--- config.mk ---
export PLATFORM = sky130hd
export DESIGN_NAME = thumb16_add_execute_unit
export DESIGN_NICKNAME = d
export VERILOG_FILES = /design/src/hdl/t16add_pkg.sv /design/src/hdl/t16add_decode.sv /design/src/hdl/t16add_regfile.sv /design/src/hdl/thumb16_add_execute_unit.sv
export SDC_FILE = /design/constraint.sdc
export NUM_CORES = 1
export LEC_CHECK = 0
export ABC_AREA = 1
export BUFFER_PORTS_ARGS = -buffer_cell sky130_fd_sc_hd__buf_2
export CAP_MARGIN = 20
export CORE_ASPECT_RATIO = 0.9
export CORE_MARGIN = 5
export CORE_UTILIZATION = 40
export CTS_CLUSTER_DIAMETER = 60
export DETAILED_ROUTE_END_ITERATION = 8
export MAX_ROUTING_LAYER = met4
export SYNTH_ARGS = -nofsm -noshare
export SYNTH_HDL_FRONTEND = slang
export SYNTH_SLANG_ARGS = --single-unit
--- constraint.sdc ---
create_clock -name clock -period 9.6 [get_ports clock]
set_input_delay 1.44 -clock clock [delete_from_list [all_inputs] [get_ports clock]]
set_output_delay 1.44 -clock clock [all_outputs]
set_load 0.005 [all_outputs]
--- src/hdl/t16add_pkg.sv ---
// Shared types and constants for the Thumb-16 ADD execute unit.
// Used by the decoder, the register memory and the top level; no dependencies.
`default_nettype none

package t16add_pkg;

   localparam int unsigned REG_W  = 32;
   localparam int unsigned IDX_W  = 4;
   localparam int unsigned IMM_W  = 10;
   localparam int unsigned NREGS  = 16;

   localparam logic [1:0] ACT_EXEC = 2'd0;
   localparam logic [1:0] ACT_LOAD = 2'd1;
   localparam logic [1:0] ACT_READ = 2'd2;

   localparam logic [IDX_W-1:0] SP_IDX = 4'hD;
   localparam logic [IDX_W-1:0] PC_IDX = 4'hF;

   // opcode prefixes, compared against the top bits of the halfword
   localparam logic [6:0] OPC_ADD_IMM_T1    = 7'b0001110;
   localparam logic [6:0] OPC_ADD_REG_T1    = 7'b0001100;
   localparam logic [4:0] OPC_ADD_IMM_T2    = 5'b00110;
   localparam logic [4:0] OPC_ADD_SP_IMM_T1 = 5'b10101;
   localparam logic [8:0] OPC_ADD_SP_IMM_T2 = 9'b101100000;
   localparam logic [7:0] OPC_ADD_HI        = 8'h44;

   typedef enum logic [1:0] {
      OP_NONE,
      OP_LOAD,
      OP_READ,
      OP_ADD
   } op_type;

   typedef struct packed {
      op_type             op;
      logic [IDX_W-1:0]   dest;
      logic [IDX_W-1:0]   addr_a;
      logic [IDX_W-1:0]   addr_b;
      logic               b_is_imm;
      logic [IMM_W-1:0]   imm;
      logic               set_flags;
   } ctl_type;

   typedef struct packed {
      logic n;
      logic z;
      logic c;
      logic v;
   } flags_type;

endpackage

`default_nettype wire

--- src/hdl/t16add_decode.sv ---
// Decoder for the 16-bit Thumb ADD encodings and the register access actions.
// Depends on t16add_pkg; purely combinational.
`default_nettype none

module t16add_decode
   import t16add_pkg::*;
(
   input  wire logic [1:0]        action,
   input  wire logic [15:0]       instruction,
   input  wire logic [IDX_W-1:0]  reg_index,
   output ctl_type                ctl
);

   logic [IDX_W-1:0] m4;
   logic [IDX_W-1:0] d4;

   assign m4 = instruction[6:3];
   assign d4 = {instruction[7], instruction[2:0]};

   always_comb begin
      ctl           = '0;
      ctl.op        = OP_NONE;
      case (action)
         ACT_LOAD: begin
            ctl.op   = OP_LOAD;
            ctl.dest = reg_index;
         end
         ACT_READ: begin
            ctl.op     = OP_READ;
            ctl.dest   = reg_index;
            ctl.addr_a = reg_index;
         end
         ACT_EXEC: begin
            if (instruction[15:9] == OPC_ADD_IMM_T1) begin
               ctl.op        = OP_ADD;
               ctl.dest      = {1'b0, instruction[2:0]};
               ctl.addr_a    = {1'b0, instruction[5:3]};
               ctl.b_is_imm  = 1'b1;
               ctl.imm       = {7'd0, instruction[8:6]};
               ctl.set_flags = 1'b1;
            end else if (instruction[15:9] == OPC_ADD_REG_T1) begin
               ctl.op        = OP_ADD;
               ctl.dest      = {1'b0, instruction[2:0]};
               ctl.addr_a    = {1'b0, instruction[5:3]};
               ctl.addr_b    = {1'b0, instruction[8:6]};
               ctl.set_flags = 1'b1;
            end else if (instruction[15:11] == OPC_ADD_IMM_T2) begin
               ctl.op        = OP_ADD;
               ctl.dest      = {1'b0, instruction[10:8]};
               ctl.addr_a    = {1'b0, instruction[10:8]};
               ctl.b_is_imm  = 1'b1;
               ctl.imm       = {2'd0, instruction[7:0]};
               ctl.set_flags = 1'b1;
            end else if (instruction[15:11] == OPC_ADD_SP_IMM_T1) begin
               ctl.op       = OP_ADD;
               ctl.dest     = {1'b0, instruction[10:8]};
               ctl.addr_a   = SP_IDX;
               ctl.b_is_imm = 1'b1;
               ctl.imm      = {instruction[7:0], 2'b00};
            end else if (instruction[15:7] == OPC_ADD_SP_IMM_T2) begin
               ctl.op       = OP_ADD;
               ctl.dest     = SP_IDX;
               ctl.addr_a   = SP_IDX;
               ctl.b_is_imm = 1'b1;
               ctl.imm      = {1'b0, instruction[6:0], 2'b00};
            end else if (instruction[15:8] == OPC_ADD_HI) begin
               ctl.op = OP_ADD;
               if (m4 == SP_IDX) begin
                  // SP reg T1 wins over T2 when both fields name SP
                  ctl.dest   = d4;
                  ctl.addr_a = SP_IDX;
                  ctl.addr_b = d4;
               end else if (d4 == SP_IDX) begin
                  ctl.dest   = SP_IDX;
                  ctl.addr_a = SP_IDX;
                  ctl.addr_b = m4;
               end else begin
                  ctl.dest   = d4;
                  ctl.addr_a = d4;
                  ctl.addr_b = m4;
               end
            end
         end
         default: begin
            ctl.op = OP_NONE;
         end
      endcase
   end

endmodule

`default_nettype wire

--- src/hdl/t16add_regfile.sv ---
// Register memory: 16 x 32, one write port, two registered read ports.
// Valid bits give the all-zero reset; a same-edge write is forwarded to the reads.
// Depends on t16add_pkg.
`default_nettype none

module t16add_regfile
   import t16add_pkg::*;
(
   input  wire logic              clock,
   input  wire logic              reset,
   input  wire logic              rd_en,
   input  wire logic [IDX_W-1:0]  rd_addr_a,
   input  wire logic [IDX_W-1:0]  rd_addr_b,
   input  wire logic              wr_en,
   input  wire logic [IDX_W-1:0]  wr_addr,
   input  wire logic [REG_W-1:0]  wr_data,
   output logic      [REG_W-1:0]  rd_data_a,
   output logic      [REG_W-1:0]  rd_data_b
);

   logic [REG_W-1:0] mem [NREGS];
   logic [NREGS-1:0] vld_ff;
   logic [REG_W-1:0] rd_a_ff, rd_b_ff;
   logic             vld_a_ff, vld_b_ff;
   logic             hit_a_ff, hit_b_ff;
   logic [REG_W-1:0] fwd_ff;

   always_ff @(posedge clock) begin
      if (wr_en) begin
         mem[wr_addr] <= wr_data;
      end
      if (rd_en) begin
         rd_a_ff <= mem[rd_addr_a];
         rd_b_ff <= mem[rd_addr_b];
         fwd_ff  <= wr_data;
      end
   end

   always_ff @(posedge clock) begin
      if (reset) begin
         vld_ff   <= '0;
         vld_a_ff <= 1'b0;
         vld_b_ff <= 1'b0;
         hit_a_ff <= 1'b0;
         hit_b_ff <= 1'b0;
      end else begin
         if (wr_en) begin
            vld_ff[wr_addr] <= 1'b1;
         end
         if (rd_en) begin
            vld_a_ff <= vld_ff[rd_addr_a];
            vld_b_ff <= vld_ff[rd_addr_b];
            hit_a_ff <= wr_en && (wr_addr == rd_addr_a);
            hit_b_ff <= wr_en && (wr_addr == rd_addr_b);
         end
      end
   end

   assign rd_data_a = hit_a_ff ? fwd_ff : (vld_a_ff ? rd_a_ff : '0);
   assign rd_data_b = hit_b_ff ? fwd_ff : (vld_b_ff ? rd_b_ff : '0);

endmodule

`default_nettype wire

--- src/hdl/thumb16_add_execute_unit.sv ---
// Thumb-16 ADD execute unit: top level with decode, execute and result register.
// Depends on t16add_pkg, t16add_decode and t16add_regfile.
//
// Sustains one beat per cycle while rsp_ready keeps the result register free. A request
// is decoded and its operands are read from the register memory in the cycle it is
// accepted; the execute stage then adds, writes back and loads the result register
// once that register is free. The rate is set by the single write port and the
// adder; a write is forwarded to a read of the same register issued on
// the same edge. Reset clears the register file through per-entry valid bits
// at once, with no clearing pass. Unrecognized halfwords change nothing.
`default_nettype none

module thumb16_add_execute_unit
   import t16add_pkg::*;
(
   input  wire logic              clock,
   input  wire logic              reset,
   input  wire logic              req_valid,
   output logic                   req_ready,
   input  wire logic [1:0]        req_action,
   input  wire logic [15:0]       req_instruction,
   input  wire logic [IDX_W-1:0]  req_reg_index,
   input  wire logic [REG_W-1:0]  req_reg_value,
   output logic                   rsp_valid,
   input  wire logic              rsp_ready,
   output logic                   rsp_recognized,
   output logic      [IDX_W-1:0]  rsp_dest_index,
   output logic      [REG_W-1:0]  rsp_value,
   output logic                   rsp_pc_written,
   output logic                   rsp_flag_n,
   output logic                   rsp_flag_z,
   output logic                   rsp_flag_c,
   output logic                   rsp_flag_v
);

   ctl_type          dec_ctl;
   ctl_type          ctl_ff;
   logic [REG_W-1:0] load_ff;
   logic             s1_valid_ff;
   logic             s1_adv;
   logic             req_fire;

   logic [REG_W-1:0] opa, opb, regb;
   logic [REG_W:0]   sum;
   logic [REG_W-1:0] value_in;
   logic             pcw_in;
   flags_type        flags_ff, flags_in, add_flags;
   logic             wr_en;

   logic             rsp_valid_ff;
   logic             rec_ff, pcw_ff;
   logic [IDX_W-1:0] dest_ff;
   logic [REG_W-1:0] value_ff;
   flags_type        rsp_flags_ff;

   t16add_decode u_decode (
      .action      (req_action),
      .instruction (req_instruction),
      .reg_index   (req_reg_index),
      .ctl         (dec_ctl)
   );

   t16add_regfile u_regfile (
      .clock     (clock),
      .reset     (reset),
      .rd_en     (req_fire),
      .rd_addr_a (dec_ctl.addr_a),
      .rd_addr_b (dec_ctl.addr_b),
      .wr_en     (wr_en),
      .wr_addr   (ctl_ff.dest),
      .wr_data   (value_in),
      .rd_data_a (opa),
      .rd_data_b (regb)
   );

   assign s1_adv    = s1_valid_ff && (!rsp_valid_ff || rsp_ready);
   assign req_ready = !s1_valid_ff || s1_adv;
   assign req_fire  = req_valid && req_ready;

   // execute
   assign opb = ctl_ff.b_is_imm ? {{(REG_W-IMM_W){1'b0}}, ctl_ff.imm} : regb;
   assign sum = {1'b0, opa} + {1'b0, opb};

   always_comb begin
      add_flags.n = sum[REG_W-1];
      add_flags.z = (sum[REG_W-1:0] == '0);
      add_flags.c = sum[REG_W];
      add_flags.v = (opa[REG_W-1] == opb[REG_W-1]) && (sum[REG_W-1] != opa[REG_W-1]);
   end

   always_comb begin
      value_in = '0;
      pcw_in   = 1'b0;
      flags_in = flags_ff;
      case (ctl_ff.op)
         OP_LOAD: value_in = load_ff;
         OP_READ: value_in = opa;
         OP_ADD: begin
            value_in = sum[REG_W-1:0];
            if (ctl_ff.dest == PC_IDX) begin
               value_in[0] = 1'b0;
               pcw_in      = 1'b1;
            end
            if (ctl_ff.set_flags) begin
               flags_in = add_flags;
            end
         end
         default: value_in = '0;
      endcase
   end

   assign wr_en = s1_adv && ((ctl_ff.op == OP_LOAD) || (ctl_ff.op == OP_ADD));

   always_ff @(posedge clock) begin
      if (req_fire) begin
         ctl_ff  <= dec_ctl;
         load_ff <= req_reg_value;
      end
      if (s1_adv) begin
         rec_ff       <= (ctl_ff.op != OP_NONE);
         dest_ff      <= ctl_ff.dest;
         value_ff     <= value_in;
         pcw_ff       <= pcw_in;
         rsp_flags_ff <= flags_in;
      end
   end

   always_ff @(posedge clock) begin
      if (reset) begin
         s1_valid_ff  <= 1'b0;
         rsp_valid_ff <= 1'b0;
         flags_ff     <= '0;
      end else begin
         if (req_fire) begin
            s1_valid_ff <= 1'b1;
         end else if (s1_adv) begin
            s1_valid_ff <= 1'b0;
         end
         if (s1_adv) begin
            rsp_valid_ff <= 1'b1;
            flags_ff     <= flags_in;
         end else if (rsp_ready) begin
            rsp_valid_ff <= 1'b0;
         end
      end
   end

   assign rsp_valid      = rsp_valid_ff;
   assign rsp_recognized = rec_ff;
   assign rsp_dest_index = dest_ff;
   assign rsp_value      = value_ff;
   assign rsp_pc_written = pcw_ff;
   assign rsp_flag_n     = rsp_flags_ff.n;
   assign rsp_flag_z     = rsp_flags_ff.z;
   assign rsp_flag_c     = rsp_flags_ff.c;
   assign rsp_flag_v     = rsp_flags_ff.v;

`ifndef NO_ASSERTIONS
   a_wr_needs_item: assert property (@(posedge clock) disable iff (reset)
      wr_en |-> s1_valid_ff)
      else $error("register write without an item in execute");

   a_stall_blocks_req: assert property (@(posedge clock) disable iff (reset)
      (s1_valid_ff && !s1_adv) |-> !req_ready)
      else $error("request taken while execute stage is stalled");

   a_pc_beat: assert property (@(posedge clock) disable iff (reset)
      (rsp_valid && rsp_pc_written) |->
         (rsp_recognized && (rsp_dest_index == PC_IDX) && !rsp_value[0]))
      else $error("bad PC write beat");

   a_unrec_zero: assert property (@(posedge clock) disable iff (reset)
      (rsp_valid && !rsp_recognized) |->
         ((rsp_dest_index == '0) && (rsp_value == '0) && !rsp_pc_written))
      else $error("unrecognized beat carries nonzero payload");

   a_flags_hold: assert property (@(posedge clock) disable iff (reset)
      !(s1_adv && (ctl_ff.op == OP_ADD) && ctl_ff.set_flags) |=> $stable(flags_ff))
      else $error("flags changed without a flag-setting add");
`endif

endmodule

`default_nettype wire

==> flow_metrics.env <==
export IMPL_status="finished, final reports clean"
export IMPL_reg2reg_slack_ns=5.18
export IMPL_worst_pin_slew_ns=1.042
export IMPL_drtIter0Drc=3417
export IMPL_layout_min_cycle_time_ns=4.702
export IMPL_wl_met1_um=51700
export IMPL_grt_max_degree=201
export IMPL_fmax_mhz=212.7
export IMPL_drt_first_pass_iters=8
export IMPL_finalHoldViolCount=0
export IMPL_path_clk_slew_ns=0.06
export IMPL_cts_sinks=726
export IMPL_path_cells="buf_2 > inv_1 > ha_1 > clkinv_1 > a21oi_1 > nand2_2 > nand2_8 > buf_4 > a21oi_1 > o21ai_0 > nand3_1 > nand3_1 > nand2_1"
export IMPL_avgRoutedWirePerCell_um=22.41
export IMPL_drive_gt1_frac=0.09423
export IMPL_overflow=0
export IMPL_synth_area_top_cells="edfxtp_1 57%, nand2_1 8.6%, o211ai_1 6.6%"
export IMPL_p_leak_nw=15.89
export IMPL_crit_path_max_incr_delay_ns=0.79
export IMPL_ys_ff_latch=726
export IMPL_met2WireLength_um=51910
export IMPL_end_kind="flip-flop"
export IMPL_cp_num_buf_inv=4
export IMPL_hold_depth=2
export IMPL_synth_edf_count=700
export IMPL_clockBufferDepth=3
export IMPL_antenna_found_initial=1
export IMPL_post_route_period_util=0.4897
export IMPL_r2r_cells=18
export IMPL_place_area_um2=38780
export IMPL_min_from="u_regfile.vld_ff[1]"
export IMPL_die_h_um=298.9
export IMPL_num_vias=29111
export IMPL_antenna_left=0
export IMPL_fin_nets=3965
export IMPL_grt_pass1_wl_um=171200
export IMPL_clkLatencyLatePin_ns=0.65
export IMPL_num_rows=106
export IMPL_portBuffers=101
export IMPL_nFillCells=8766
export IMPL_ys_types=49
export IMPL_cp_max_fo=152
export IMPL_multiInputGateArea_um2=12920
export IMPL_register_area_um2=21540
export IMPL_die_area_um2=98940
export IMPL_hold_class="flip-flop to flip-flop"
export IMPL_rsz0062_at_grt="false"
export IMPL_ys_seq_area_frac=0.5807
export IMPL_cts_resized=0
export IMPL_irDropWorstVdd_mv=0.1166
export IMPL_critPathLaunchType="input pin"
export IMPL_synthMostInstantiatedCell="nand2_1"
export IMPL_cp_top_family="buffers and inverters"
export IMPL_cts_tree="built"
export IMPL_setup_violations=0
export IMPL_synth_top_area_cell="edfxtp_1"
export IMPL_max_cap_violations=0
export IMPL_wirelength_um=116100
export IMPL_pin_count=102
export IMPL_yosys_warnings=0
export IMPL_synthToLayoutAreaGrowth_pct=11.78
export IMPL_syn_area_um2=37100
export IMPL_drc_errors=0
export IMPL_synth_top_cell_area_share=0.5666
export IMPL_cp_required_ns=10.01
export IMPL_avgViaCountPerCell=5.620
export IMPL_relSlewSlack=0.3052
export IMPL_final_area_um2=41470
export IMPL_synthArstFlopShare=0
export IMPL_cp_slowest_cell="buf_4"
export IMPL_initial_core_util=0.4013
export IMPL_synth_area_per_cell_um2=9.618
export IMPL_track_usage=0.2362
export IMPL_met3_length_um=9470
export IMPL_slew_viol_final=0
export IMPL_synthCells=3857
export IMPL_post_cts_setup_buffers=0
export IMPL_numCtsBuffers=83
export IMPL_top_layer_used="met4"
export IMPL_hold_end="u_regfile.vld_ff[1]"
export IMPL_grt_pass1_vias=26722
export IMPL_root_buffer="clkbuf_16"
export IMPL_worstReg2RegEnd="rsp_value[16]"
export IMPL_core_um2=92440
export IMPL_setup_tns_ns=0
export IMPL_p_per_area_nw_per_um2=175.3
export IMPL_die_w_um=331.0
export IMPL_skew_ns=0.03832
export IMPL_cp_arrival_ns=5.11
export IMPL_ys_flop_type="edfxtp_1"
export IMPL_dp_hpwl_um=69520
export IMPL_gp_congestion=0.9370
export IMPL_synth_common_cells="846 x nand2_1, 700 x edfxtp_1, 443 x inv_1"
export IMPL_critical_path_class="input pin to flip-flop"
export IMPL_synth_nets=3951
export IMPL_r2r_start="u_regfile.hit_a_ff"
export IMPL_htreeDepth=3
export IMPL_holdBufCountCts=0
routing by layer:
metal / vias up / track usage
met2: 1213 / 0.3576
met3: 202 / 0.03224
met4: 0 / 0.05945
li1: 13663 / -
met5: - / -
met1: 14033 / 0.3388
area by class of cell:
class	count	share of cell area
multi-input cells	2438	0.3115
inverters	451	0.04101
flip-flops and latches	726	0.5195
well taps	1242	0.03748
clock inverters	44	0.01144
diodes	1	0.00006035
clock buffers	107	0.05326
repair buffers	171	0.02577
cells in the final DEF, fill, tap and decap left out, drive strengths merged, types with 7 or more instances in the layout:
master / Yosys / final
a211oi: 24 / 24
a21oi: 203 / 203
a22o: 30 / 30
a22oi: 15 / 15
a31oi: 35 / 35
buf: 140 / 171
bufinv: 0 / 7
clkbuf: 102 / 107
clkinv: 4 / 32
dfxtp: 26 / 26
edfxtp: 700 / 700
ha: 35 / 35
inv: 447 / 454
nand2: 855 / 855
nand3: 281 / 281
nand3b: 10 / 10
nand4: 19 / 19
nor2: 183 / 183
nor3: 16 / 16
o211ai: 359 / 359
o21ai: 342 / 342
per-stage QoR:
step / utilization / hold slack (ns) / instances / worst slack [ns] / total power, mW
3_3_place_gp: 0.4195 / 0.4507 / 5028 / 4.494 / 4.198
5_1_grt: 0.4485 / 0.4982 / 5179 / 4.602 / 7.508
4_1_cts: 0.4485 / 0.4754 / 5179 / 5.066 / 7.313
6_report: 0.4486 / 0.4676 / 5180 / 4.898 / 7.270
3_5_place_dp: 0.4195 / 0.4618 / 5028 / 4.380 / 4.200
2_1_floorplan: - / 0.4403 / 3857 / 4.485 / 3.981
where the power goes:
| part | total, mW | leakage [nW] | switching, mW | internal, mW |
|---|---|---|---|---|
| logic | 0.524 | 7.85 | 0.386 | 0.137 |
| registers | 3.62 | 6.75 | 0.0390 | 3.58 |
| clock network | 3.13 | 1.30 | 1.30 | 1.83 |
| total | 7.27 | 15.9 | 1.73 | 5.55 |
state kept, by name, summed over array words and instances, names as in the netlist, 4 cells and up:
register           flops
u_regfile.rd_a_ff     32
rsp_value             32
u_regfile.fwd_ff      32
load_ff               32
rsp_dest_index         4
ctl_ff                18
u_regfile.mem        512
u_regfile.vld_ff      16
flags_ff               4
u_regfile.rd_b_ff     32
worst reg2reg max path, stage by stage, from the launching register on:
cell and delay, ns:
dfxtp_1 0.29, buf_4 0.30, nor2_4 0.17, buf_4 0.45, a22o_1 0.28, ha_1 0.28, inv_1 0.09, fa_1 0.47
inv_1 0.17, nand3_1 0.10, nand3_1 0.20, nand2_1 0.10, nand2_1 0.14, nand2_1 0.09, nand2_1 0.09, nand2_1 0.05
nand2_1 0.08, nand2_1 0.06, nand2_1 0.65
worst max path at each step:
stage | from | cells after the start | slack [ns] | end
global placement | req_action[0] | 13 | 4.49 | u_regfile.rd_a_ff[21]
detailed placement | req_action[0] | 13 | 4.38 | u_regfile.rd_a_ff[13]
floorplan | rsp_ready | 6 | 4.49 | u_regfile.vld_b_ff
global route | req_action[0] | 13 | 4.60 | u_regfile.rd_a_ff[24]
CTS | req_action[0] | 13 | 5.07 | u_regfile.rd_a_ff[21]
finish | req_action[0] | 13 | 4.90 | u_regfile.rd_a_ff[13]
kinds of logic (layout without fill, tap and decap cells):
group,after synthesis,in the layout,synth area share
adders and majority gates,36,36,0.01234
xor gates and xnor gates,6,6,0.001417
AOI/OAI and AO/OA,1026,1026,0.1754
other,0,1,0
and+or+nand+nor,1370,1370,0.1534
DFF,726,726,0.5807
buffers and inverters,693,773,0.07673
No activity file was read; power rests on OpenSTA's default activity.
